`src/rtl/refcounted_lru_object_cache_top_assert.svh`:
```
// Assertion macros for the object cache block.
// Needs nothing; included by the top level after its logic.
`ifndef REFCOUNTED_LRU_OBJECT_CACHE_TOP_ASSERT_SVH
`define REFCOUNTED_LRU_OBJECT_CACHE_TOP_ASSERT_SVH
// same-cycle implication
`define LRC_ASSERT_NOW(lbl, ck, rn, ante, cons, msg) \
  lbl: assert property (@(posedge ck) disable iff (!rn) (ante) |-> (cons)) else $error(msg);
// next-cycle implication
`define LRC_ASSERT_NXT(lbl, ck, rn, ante, cons, msg) \
  lbl: assert property (@(posedge ck) disable iff (!rn) (ante) |=> (cons)) else $error(msg);
`endif

```
`src/rtl/lrc_ram.sv`:
```
// Generic single-write, single-read RAM with registered read data.
// No dependencies.
module lrc_ram #(
  parameter int WIDTH = 8,
  parameter int DEPTH = 64
) (
  input  logic                     clk,
  input  logic                     we,
  input  logic [$clog2(DEPTH)-1:0] waddr,
  input  logic [WIDTH-1:0]         wdata,
  input  logic [$clog2(DEPTH)-1:0] raddr,
  output logic [WIDTH-1:0]         rdata
);

  logic [WIDTH-1:0] mem [DEPTH];

  always_ff @(posedge clk) begin
    if (we) begin
      mem[waddr] <= wdata;
    end
    rdata <= mem[raddr];
  end

endmodule

```
`config.mk`:
```
export PLATFORM = sky130hd
export DESIGN_NAME = lrc_ram
export DESIGN_NICKNAME = d
export VERILOG_FILES = /design/src/rtl/refcounted_lru_object_cache_top_assert.svh /design/src/rtl/lrc_ram.sv
export SDC_FILE = /design/constraint.sdc
export NUM_CORES = 1
export LEC_CHECK = 0
export ABC_CLOCK_PERIOD_IN_PS = 1800
export BUFFER_PORTS_ARGS = -buffer_cell sky130_fd_sc_hd__buf_4
export CAP_MARGIN = 10
export CORE_MARGIN = 4
export CORE_UTILIZATION = 56
export CTS_CLUSTER_DIAMETER = 60
export DETAILED_ROUTE_END_ITERATION = 12
export PLACE_DENSITY = 0.75
export REMOVE_ABC_BUFFERS = 1
export SYNTH_ARGS = -nofsm -noshare
export SYNTH_HDL_FRONTEND = slang
export SYNTH_SLANG_ARGS = --single-unit
```
`constraint.sdc`:
```
create_clock -name clk -period 1.8 [get_ports clk]
set_input_delay 0.18 -clock clk [delete_from_list [all_inputs] [get_ports clk]]
set_output_delay 0.18 -clock clk [all_outputs]
set_load 0.01 [all_outputs]
```
Yosys cells after proc, flatten, opt, wreduce, memory -nomap -nowiden --
Memories as Yosys holds them, arrays and structs flattened. A register that Yosys moved wholly into a read port is not among the register bits. Index checks and enable logic that the tools add are counted.
Operators by class: div/mod/pow operators 0, mux-type cells 2, equality and inequality tests 0, reductions and logical operators 0, shift operators 0, $add $sub $neg 0, magnitude comparators 0, bitwise gates (word level) 0, $mul 0
Operator list (number):
- 2-to-1 mux 1 bit | 2
Word-level totals: bits in writable memories 512, logic and storage cells 3, bits in registers 0, input bits 22, ROM bits 0, latch bits 0, memories 1
Memories:
- mem | depth 64, bits a word 8, read ports 1, clocked after Yosys merged registers in 1, write ports 1, line lrc_ram.sv:15 | logic [WIDTH-1:0] mem [DEPTH];

Logic depth before layout (Yosys ltp) --
Gate-level depths: netlist of the first run.
depth after elaboration 2, gate-level depth with buffers 9

Worst setup path after synthesis of the first run --
Ideal clock, no wire load.
kind input-to-reg, start input raddr[1], end register rdata[3] (read register of mem), cell stages on the path 7, data arrival time 1.720 ns, required time 1.672 ns, setup time 0.128 ns, path slack -0.048 ns, path through buf_4 > buf_2 > buf_2 > mux4_2 > mux4_2 > o21ai_1 > o41ai_1
RTL lines:
- start, declared | line lrc_ram.sv:11 | input logic [$clog2(DEPTH)-1:0] raddr,
- end, declared | line lrc_ram.sv:12 | output logic [WIDTH-1:0] rdata

==> results by stage, run 1 <==
Run status:
- The run finished, with violations left.
- The checks that failed: negative setup slack.

Logic synthesis:
- The number of distinct library cells after synthesis is 40.
- The warning count from the yosys run is 0.
- In the synthesized netlist, the number of instances is 940.
- Counting flops and latches in the post-synthesis netlist gives 520.
- The sequential share of the synthesized area is 77.0%.
- The synthesized area is 20,200 sq um.
- The synthesized design contains 512 enable-type register cells.
- The share of async-settable or async-resettable flops after synthesis is 0%.
- In the synthesized netlist the dominant register cell turns out to be sky130_fd_sc_hd__edfxtp_1.
- The average cell area after synthesis is approximately 21 sq um.

Routing:
- In this run the remaining antenna-violating nets after routing total 0.
- The average via count per standard cell is 6.31.
- Across all layers, the routed design uses 10,200 vias.
- The wire length reported by the detailed router is approximately 46 mm.
- The post-route DRC violation count is 0.
- In the final routed layout, each cell accounts on average for about 28 microns.
- In this run, the number of DRC markers left after iteration 0 of detailed routing was 1,159.
- The first detailed-routing pass took 7 iterations.

Worst setup path:
- The largest fanout on the critical path is 1.
- Data on the critical path arrives at its endpoint at 2.35 ns.
- Data on the critical path is required at its endpoint by between 2 and 2.5 ns.
- The library cell contributing the largest single delay on the critical path is sky130_fd_sc_hd__mux4_2.
- Traced cell by cell, the critical path runs through mux4_2 > mux2_4 > o221a_4 > nor3_2 > buf_4 > o32ai_2.
- By startpoint and endpoint, the worst setup path is classified as reg2reg.
- The kind of cell with the highest combined delay along the critical path is multiplexers.
- The critical path startpoint category is a flip-flop.
- The largest incremental delay on the critical path is 0.50 ns.
- The count of buffering cells on the critical path with inverters included is 1.
- The worst setup path is captured at a flip-flop.

STA:
- Setup repair after global routing could not meet its margin everywhere.
- The highest clock frequency the design can meet is 526 MHz.
- After layout, the worst path uses 106% of the clock period.
- Measured against its own limit, the worst slew margin works out to 52.3%.
- The total of endpoints with negative setup slack in the final report is 4.
- The total count of hold-check failures in the final report is 0.
- The routed design could run at a clock period as short as between 1.5 and 2 ns.
- The slew at the pin with the worst max-slew slack is 0.716 ns.
- The count of pins over their slew limit is 0.
- Clock skew on the completed layout was measured at 0.0246 ns.
- The final worst slack is -0.101 ns.

Global routing:
- The initial antenna violation count is 1.
- After global routing, the most crowded layer is met2.
- The global-route track usage on met2 is 37.0%.
- The routing usage on met3 is 5.75%.
- Global routing consumed, on the met1 layer, between 30% and 40% of the routing resources.
- The maximum number of pins on one net before global-route repair is 65.
- Global routing used 23.8% of the available tracks.
- The via count of the first global-routing pass was 10,500.
- The first-pass GRT wire length is 68.2 mm.
- For this run the aggregate overflow at the end of global routing stands at 0.

Clock network:
- The H-tree was split into 2 levels.
- The clock edge transition at the registers on the reported setup and hold paths is 0.07 ns.
- Clock tree synthesis selected as its root buffer the cell sky130_fd_sc_hd__clkbuf_16.
- The CTS buffer count is 50.
- The maximum root-to-sink buffer count is 3.
- The total clock sinks is 520.
- The clock tree from TritonCTS is built.
- Post-CTS timing repair inserted 0 buffers for setup.
- The clock reaches the later pin of the worst-skew pair after 0.58 ns.

Die:
- The number of core rows is between 60 and 70.
- The core region is around 36,000 sq um.
- The floorplan step set the die width to 198 microns.
- The starting density of the core is a little under three fifths.
- The vertical extent of the die is 198 microns.
- The floorplan die area is 39,100 sq um.
- The I/O pin count is 30.

Cells and area:
- After the last flow step, the layout net total stands at 1,135.
- The share of final-layout standard cells stronger than drive strength 1 is approximately 35%.
- Summing all non-filler instances in the final layout gives an area of between 20,000 and 25,000 sq um.
- The total inserted antenna cells is 0.
- The filler cell count in the final layout is 2,265.
- Leaving out fill and tap cells, the most frequent cell in the layout is sky130_fd_sc_hd__edfxtp_1.
- Compared with the post-synthesis result, the final layout area differs by 17.0%.
- Leaving out fill and tap cells, the most frequent cells in the layout are 512 x sky130_fd_sc_hd__edfxtp_1, 163 x sky130_fd_sc_hd__buf_4, 126 x sky130_fd_sc_hd__mux4_2.

Place:
- The post-detailed-placement cell area is 21,800 sq um.
- The routability congestion estimate is 0.871.
- During placement, the flow inserted port buffers numbering 29.
- After legalization and detailed placement, the total HPWL measured 27.9 mm.

Worst hold path:
- The min-delay analysis places its worst path in the category in2reg.

Power and ir drop:
- The part of the power in the clock network is 41.7%.
- In this run, flip-flops and latches consume 52.8% of the power.
- Combinational logic is responsible for roughly 5.5% of the overall power.
- The standby leakage power is 7.70 nW.
- The switching power summed over all nets is 5.21 mW.
- For this design the ratio of total power to cell area is 1080 nW/um^2.
- VDD sags by at most 1.06 mV.
- The design draws 25.5 mW.
- The internal power of the cells totals 20.3 mW.
- Net switching is 20.4% of the power.

Run:
- The tool flagged a number of max-cap violations equal to 0.
## layer usage
layer / vias to the layer above / wire length, microns
met1: 5287 / 17900
met5: - / 13
li1: 4266 / -
met4: 2 / 1190
met2: 560 / 22000
met3: 82 / 4400
## synthesized netlist by cell type, types with 4 or more instances
master | number | area (sq um)
sky130_fd_sc_hd__buf_6 | 4 | 45.0
sky130_fd_sc_hd__mux2i_1 | 23 | 230
sky130_fd_sc_hd__mux4_2 | 126 | 2840
sky130_fd_sc_hd__nor3_1 | 7 | 35.0
sky130_fd_sc_hd__nand2b_1 | 7 | 43.8
sky130_fd_sc_hd__edfxtp_1 | 512 | 15400
sky130_fd_sc_hd__nor2_1 | 83 | 312
sky130_fd_sc_hd__nand3_1 | 13 | 65.1
sky130_fd_sc_hd__nor2b_1 | 14 | 87.6
sky130_fd_sc_hd__buf_1 | 4 | 15.0
sky130_fd_sc_hd__clkbuf_1 | 17 | 63.8
sky130_fd_sc_hd__nand2_1 | 19 | 71.3
sky130_fd_sc_hd__dfxtp_1 | 8 | 160
sky130_fd_sc_hd__o221ai_1 | 8 | 70.1
sky130_fd_sc_hd__o22ai_1 | 8 | 50.1
sky130_fd_sc_hd__buf_2 | 11 | 55.1
sky130_fd_sc_hd__buf_4 | 13 | 97.6
sky130_fd_sc_hd__mux2_2 | 13 | 146
sky130_fd_sc_hd__a221oi_1 | 6 | 52.6
sky130_fd_sc_hd__a211oi_1 | 4 | 30.0
## sequential cells by signal, indices dropped and copies added (netlist names)
register	cells
mem	512
rdata	8
## worst min-delay path: cells and delay by family
| family | cells | cell delay [ns] |
|---|---|---|
| buf+inv | 1 | 0.24 |
| compound gates | 1 | 0.10 |
| simple gates | 1 | 0.15 |
## final timing paths
kind / startpoint / endpoint / slack, ns / cells after the start
worst max-delay path: mem[21][6] / rdata[6] / -0.10 / 6
worst min-delay path: raddr[4] / rdata[1] / 0.14 / 3
worst max register to register: mem[21][6] / rdata[6] / -0.10 / 6
worst min register to register: mem[23][1] / rdata[1] / 0.88 / 4
## logic make-up (layout without fill, tap and decap cells)
| family | count (synthesis) | after routing | share of synthesized area [%] |
|---|---|---|---|
| AOI/OAI and AO/OA | 54 | 54 | 2.07 |
| buffers and inverters | 51 | 265 | 1.57 |
| DFF | 520 | 520 | 77.0 |
| muxes | 162 | 162 | 15.9 |
| and+or+nand+nor | 153 | 153 | 3.39 |
## area by class of cell
| type | count | area (sq um) | share of cell area, % |
|---|---|---|---|
| timing repair buffer | 172 | 1380 | 5.84 |
| clock inverter | 24 | 275 | 1.17 |
| tap | 461 | 577 | 2.44 |
| multi-input combinational | 369 | 4430 | 18.8 |
| sequential | 520 | 15500 | 65.8 |
| clock buffer | 69 | 1390 | 5.91 |
## through the flow
stage	hold WS (ns)	utilization, %	setup TNS (ns)	instances	worst slack, ns
2_1_floorplan	0.279	-	0	889	0.116
5_1_grt	0.145	66.3	-0.538	1615	-0.158
3_3_place_gp	0.540	61.3	-2.97	1521	-0.556
4_1_cts	0.0860	66.2	-0.313	1615	-0.110
6_report	0.142	66.3	-0.313	1615	-0.101
3_5_place_dp	0.553	61.3	-3.27	1521	-0.553
## power groups by stage
stage | clock [mW] | combinational (mW) | sequential (mW)
after floorplan | 0 | 0.519 | 13.7
after global placement | 0 | 1.32 | 13.7
after detailed placement | 0 | 1.35 | 13.7
after CTS | 10.8 | 1.40 | 13.5
after global routing | 11.3 | 1.50 | 13.4
final | 10.6 | 1.41 | 13.5
## what timing repair did
| action | in CTS | in global routing |
|---|---|---|
| gates cloned | 0 | 0 |
| setup endpoints to repair | 6 | 7 |
| endpoints found under the hold margin | 6 | 0 |
| pin swaps | 3 | 4 |
| resized for setup | 15 | 9 |
| hold buffers | 1 | 0 |
Note: power is estimated with default switching activity, not from simulation.
==> run 2: changes to the inputs <==
==> constraint.sdc (replaced) <==
create_clock -name clk -period 1.8 [get_ports clk]
set_input_delay 0.54 -clock clk [delete_from_list [all_inputs] [get_ports clk]]
set_output_delay 0.54 -clock clk [all_outputs]
set_load 0.01 [all_outputs]
==> run 2 against run 1 <==
  * The flow still finishes with violations (negative setup slack)
  * Critical path depth fell by 1
  * First-iteration DRC count increased by 5.2%
  * Clock skew grew 0.0042 ns
  * Hold slack improved by 0.20 ns
  * Cell count is 2.8% higher
  * Global-route usage is 0.34 points higher
  * Wire length grew 0.42%
  * Utilization rose by 1.4 points
  * Register-to-register slack worse by 0.02 ns
==> results by stage, run 2 (synthesis results as in run 1) <==
Run status:
- The run finished, with violations left.
- The final reports fail on negative setup slack.

Die:
- The number of core rows is between 60 and 70.
- The vertical extent of the die is 198 microns.
- The floorplan die area is 39,100 sq um.
- After floorplanning, the core was sized to cover 35,600 sq um.
- The starting density of the core is 56.7%.
- The I/O pin count is 30.
- The die outline width is 198 microns.

Place:
- Routability-driven placement finished with a final weighted congestion of 0.869.
- Port buffering added 29 buffers.
- The count of placed standard cells including taps is 1,567.
- Once detailed placement completed, the half-perimeter wirelength came to 29.1 mm.

Clock network:
- In this run, CTS created clock tree buffers numbering 50.
- The clock edge transition at the registers on the reported setup and hold paths is 0.06 ns.
- TritonCTS built the clock tree.
- The number of hold buffers added after cts is 0.
- The insertion delay of the later-clocked pin in the worst-skew pair is 0.59 ns.
- Clock tree synthesis found a total of 520 sinks.
- In this run the deepest clock path goes through 3 buffers.
- The maximum level of the CTS H-tree is 2.
- The tree is rooted in a sky130_fd_sc_hd__clkbuf_16.

Routing:
- The pre-antenna-repair detailed-routing pass consisted of 5 iterations.
- In the routed layout, each cell is associated on average with a via count of 6.24.
- The detailed-route wire length on metal 1 is 18.2 mm.
- The post-route DRC violation count is 0.
- The DRC violation total after the first TritonRoute iteration is roughly 1,200.
- The uppermost signal routing layer after detailed routing is met4.
- The final antenna-violating net count is 0.
- The wire length reported by the detailed router is 45.7 mm.
- After detailed routing, the average wire length per cell comes to 27.5 microns.
- The length of routed met3 wiring is 4.83 mm.
- The met2 routed wirelength is between 20 and 25 mm.
- The count of vias placed by the detailed router is 10,400.

Cells and area:
- The register with the most flip-flops in the layout has 512 of them.
- The commonest non-fill, non-tap cell in the layout is sky130_fd_sc_hd__edfxtp_1.
- In the layout the commonest cells are 512 x sky130_fd_sc_hd__edfxtp_1, 190 x sky130_fd_sc_hd__buf_4, 126 x sky130_fd_sc_hd__mux4_2.
- The finished layout holds about 1,700 standard cells, fillers aside.
- The share of final-layout standard cells stronger than drive strength 1 is 36.9%.
- The largest registers in the layout are mem x512, rdata x8.
- The total inserted antenna cells is 0.
- In the final design database the tool counted 1,183 nets.
- The post-route core utilization is 67.8%.
- Relative to the synthesized area, the layout overhead comes to 19.5%.
- The register with the most flip-flops is mem.

STA:
- Measured against its own limit, the worst slew margin works out to about 56%.
- The total of endpoints with negative setup slack in the final report is 5.
- For this run, the top clock speed supported by timing is between 500 and 600 MHz.
- The final critical-path share of the clock period is 107%.
- In the post-route analysis, the smallest setup slack over all paths is -0.124 ns.
- The slew at the pin with the worst max-slew slack is approximately 0.67 ns.
- The count of pins over their slew limit came to 0.
- The clock arrives with approximately 0.029 ns of skew.
- The total count of hold-check failures in the final report was 0.
- Setup repair after global routing could not meet its margin everywhere.
- The clock period minus final worst setup slack is about 1.9 ns.

Worst hold path:
- The worst hold path passes through 3 cells.
- The min-delay analysis places its worst path in the category in2reg.

Global routing:
- Global routing finished with a remaining overflow of 0.
- The first global-routing pass estimated 69.1 mm of wire.
- The via count of the first global-routing pass is 10,600.
- The maximum number of pins on one net before global-route repair is 65.
- For this run, the total global-route usage over all layers was measured as 24.2%.
- The initial antenna violation count was 0.

Worst setup path:
- STA puts the critical path data arrival time at 2.38 ns.
- STA classifies the critical path endpoint as a flip-flop.
- The largest fanout on the critical path is 1.
- The worst setup path is launched from a flip-flop.
- The required arrival time at the worst endpoint is between 2 and 2.5 ns.
- The kind of critical path is reg2reg.
- For the worst flop-to-flop path, the logic depth is 5.

Run:
- The max-capacitance violation count is 0.

Power and ir drop:
- Across the VDD grid, the largest voltage drop is 0.797 mV.
- For this design the ratio of total power to cell area is ~1000 nW/um^2.
- The analysis attributes to cell leakage a power of 7.98 nW.
[run 2: cell types whose count changed in the layout (fill, tap and decap cells not counted), moves of 4 or more]
cell                       before  now
sky130_fd_sc_hd__clkbuf_8       6    1
sky130_fd_sc_hd__buf_12         6   21
sky130_fd_sc_hd__buf_4        163  190
sky130_fd_sc_hd__buf_6          1    5
[run 2: timing repair]
action	in CTS	in global routing
gates cloned	2	0
gates resized for setup	29	6
pin swaps	7	5
setup endpoints to repair	8	7
buffers inserted	1	0
[run 2: power by group]
group / internal, mW / switching (mW)
Combinational: 0.707 / 0.832
Sequential: 13.4 / 0.0501
Clock: 5.85 / 4.33
[run 2: worst paths after layout]
check        slack [ns]        from       end
max               -0.12   mem[3][2]  rdata[2]
min                0.34    raddr[5]  rdata[0]
max reg2reg       -0.12   mem[3][2]  rdata[2]
min reg2reg        0.89  mem[30][6]  rdata[6]
[run 2: metrics by stage]
step / hold WS, ns / power (mW) / setup WS [ns] / instance area, sq um / setup TNS, ns
global route: 0.332 / 26.0 / -0.173 / 24100 / -0.535
global placement: 0.795 / 15.1 / -0.840 / 22300 / -16.52
floorplan: 0.639 / 14.2 / -0.101 / 19900 / -1.82
detailed placement: 0.861 / 15.2 / -0.839 / 22300 / -28.00
CTS: 0.305 / 25.3 / -0.134 / 24100 / -0.310
finish: 0.338 / 25.2 / -0.124 / 24100 / -0.402
[run 2: critical path, cell delays in order, from the launching register on]
cell and delay (ns):
sky130_fd_sc_hd__edfxtp_1 0.39, sky130_fd_sc_hd__mux4_2 0.51, sky130_fd_sc_hd__mux4_2 0.56, sky130_fd_sc_hd__nor2_4 0.13, sky130_fd_sc_hd__nor3_2 0.06, sky130_fd_sc_hd__o2bb2ai_2 0.14
[run 2: metal layers]
metal  GRT usage [%]  up-vias
li1                -     4375
met1            36.0     5369
met2            37.0      552
met3            6.45       69
met4            5.48        0
met5               0        -
[run 2: cell type report]
cell class / count / area, sq um
flip-flops and latches: 520 / 15500
fillers: 2195 / 11500
multi-input cells: 369 / 4430
repair buffers: 220 / 1980
clock buffers: 65 / 1310
well taps: 461 / 577
clock inverters: 26 / 270
==> run 3: changes to the inputs <==
- PLACE_DENSITY: 0.75 -> 0.8
==> run 3 against run 2 <==
  * The run still ends with negative setup slack left
  * Hold slack gained 0.034 ns
  * Wire length grew 5.9%
  * Clock skew shrank 0.014 ns
  * Count of clock-buffer cells in the layout grew 3
  * Fmax shrank 1.0%
  * Flip-flop and latch count is the same
  * Largest power group unchanged
  * Highest routed layer unchanged
==> results by stage, run 3 (synthesis results as in run 1) <==
Clock network:
- The clock edge transition at the registers on the reported setup and hold paths is 0.06 ns.
- The root buffer cell chosen for the clock tree is sky130_fd_sc_hd__clkbuf_16.
- The clock reaches the later pin of the worst-skew pair after 0.57 ns.
- The total clock sinks is 520.
- For this design, the CTS-stage hold fixing added 0 buffers.
- The maximum level of the CTS H-tree is 2.
- The maximum root-to-sink buffer count is 3.
- TritonCTS created 52 clock buffers.
- TritonCTS built the clock tree.

Die:
- The die is ~200 microns tall.
- The placeable core region is 35,600 sq um.
- The initialized floorplan defines about 70 standard-cell rows.
- The die outline width is 198 microns.
- The floorplan die area is between 30,000 and 40,000 sq um.
- Pin placement for this block handled 30 I/O pins.
- The starting density of the core is between 50% and 60%.

STA:
- The count of pins over their slew limit is 0.
- In the post-route analysis, the smallest setup slack over all paths is -0.144 ns.
- The total count of hold-check failures in the final report is 0.
- For the pin with the worst max-slew slack, the measured transition is between 0.6 and 0.7 ns.
- The worst-case headroom to the max-slew limit is a little under three fifths.
- The final critical-path share of the clock period is 108%.
- Hold is met by about 0.37 ns.
- Subtracting the final worst setup slack from the clock period gives about 1.9 ns.
- The highest clock frequency the design can meet is around 510 MHz.
- For the final database, setup skew stands at 0.0151 ns.
- Setup repair after global routing could not meet its margin everywhere.
- Setup violations remaining at the end of the flow were counted as 6.

Cells and area:
- In the final layout, the registers with the most flip-flops are mem x512, rdata x8.
- The flip-flop count of the largest register after layout is 512.
- The final design area excluding fillers is around 24,000 sq um.
- The register with the most flip-flops is mem.
- The number of nets at the end of the flow is roughly 1,200.
- The number of antenna diodes in the final layout is 0.
- The share of final-layout standard cells stronger than drive strength 1 is 37.2%.
- The filler cell count in the final layout is about 2,100.
- Leaving out fill and tap cells, the most frequent cells in the layout are 512 x sky130_fd_sc_hd__edfxtp_1, 184 x sky130_fd_sc_hd__buf_4, 126 x sky130_fd_sc_hd__mux4_2.
- The library cell used most frequently in the layout, excluding fill and tap cells, is sky130_fd_sc_hd__edfxtp_1.
- Relative to the synthesized area, the layout overhead comes to 20.3%.

Routing:
- The count of vias placed by the detailed router is approximately 11,000.
- For this run, the detailed router's first-pass iteration total came to 5.
- The per-cell routed wire length is slightly below 30 microns.
- The wire length reported by the detailed router is 48.4 mm.
- The first routing iteration left around 1,400 violations.
- Using the TritonRoute via totals, the vias-per-cell ratio works out to 6.46.
- The final antenna-violating net count is 0.
- The post-route DRC violation count is 0.

Global routing:
- The initial antenna violation count came to 0.
- The via count of the first global-routing pass was 10,900.
- The first-pass GRT wire length is 72.1 mm.
- The total overflow left after global routing is 0.
- Entering global routing, the biggest net connects 65 pins.
- The layer flagged by global routing as most heavily used is met2.
- Global routing consumed, on the met1 layer, 36.2% of the routing resources.
- The total global-route track usage is between 20% and 30%.
- The global-route track usage on met2 is about two fifths.
- In the global route stage, met3 resource usage came out at around 4.6%.

Worst setup path:
- The required arrival time at the worst endpoint is 2.25 ns.
- For the worst setup path, the data arrival time is 2.39 ns.
- The largest individual stage delay along the critical path comes from the cell sky130_fd_sc_hd__mux4_2.
- The kind of critical path is reg2reg.
- The critical path startpoint category is a flip-flop.
- The number of buffers and inverters on the critical path is 0.
- The capturing element type of the critical path is a flip-flop.
- Broken down by cell family, the worst path's largest delay share belongs to multiplexers.
- Walking the worst path, the cells encountered are mux4_2 > mux2_4 > o221a_4 > nor3_4 > o32ai_2.
- The largest fanout on the critical path is 1.
- The largest incremental delay on the critical path is 0.53 ns.

Place:
- The routability congestion estimate is 0.844.
- Summing all placed instances gives a cell area of 22,200 sq um.
- The total of buffers placed on input and output ports is 29.
- The worst-case setup slack after placement is -1.07 ns.
- Detailed placement finished with a half-perimeter wire length of 30.2 mm.

Power and ir drop:
- Summed over all cells, the static leakage comes to 8.03 nW.
- The ratio of total power to cell area is 1070 nW/um^2.
- The worst-case IR drop observed on VDD is about 0.90 mV.

Worst hold path:
- The kind of path behind the tightest hold check is in2reg.

Run status:
- The final reports fail on negative setup slack.
- The flow ran to the end, but the final reports show violations.

Run:
- The max-capacitance violation count is 0.
[run 3: worst paths after layout]
check,start,cells past startpoint,slack [ns],end
worst max-delay path,mem[21][4],5,-0.14,rdata[4]
worst min-delay path,wdata[6],1,0.37,mem[45][6]
worst max register to register,mem[21][4],5,-0.14,rdata[4]
worst min register to register,mem[26][6],3,0.84,rdata[6]
[run 3: stage by stage]
stage               instances  TNS (ns)  total power, mW  utilization (%)
floorplan                 889     -1.82             14.2                -
global placement         1559    -21.00             15.1             62.5
detailed placement       1559    -31.61             15.2             62.5
CTS                      1658    -0.238             25.9             68.1
global route             1659    -0.489             26.7             68.2
finish                   1659    -0.386             25.9             68.2
[run 3: final cells by class]
| type | count | area, sq um | area share, % |
|---|---|---|---|
| tap | 461 | 577 | 2.38 |
| clock inverter | 29 | 307 | 1.26 |
| timing repair buffer | 212 | 1920 | 7.93 |
| clock buffer | 68 | 1430 | 5.91 |
| multi-input combinational | 369 | 4490 | 18.5 |
| sequential | 520 | 15500 | 64.0 |
[run 3: metal layers]
| metal | wire [microns] | share of wire [%] |
|---|---|---|
| met5 | 0 | 0 |
| met4 | 1520 | 3.1 |
| met2 | 23600 | 49 |
| met3 | 5050 | 10 |
| met1 | 18300 | 38 |
[run 3: repair_timing]
| action | CTS | global route |
|---|---|---|
| pin swaps | 5 | 7 |
| setup buffers | 0 | 1 |
| endpoints found under the setup margin | 8 | 8 |
| gates resized for setup | 35 | 9 |
| cloned | 2 | 0 |
[run 3: report_power, final]
| group | leakage (nW) | switching [mW] | internal [mW] |
|---|---|---|---|
| Clock | 0.853 | 4.43 | 6.48 |
| Combinational | 2.50 | 0.872 | 0.700 |
| Sequential | 4.67 | 0.0524 | 13.4 |
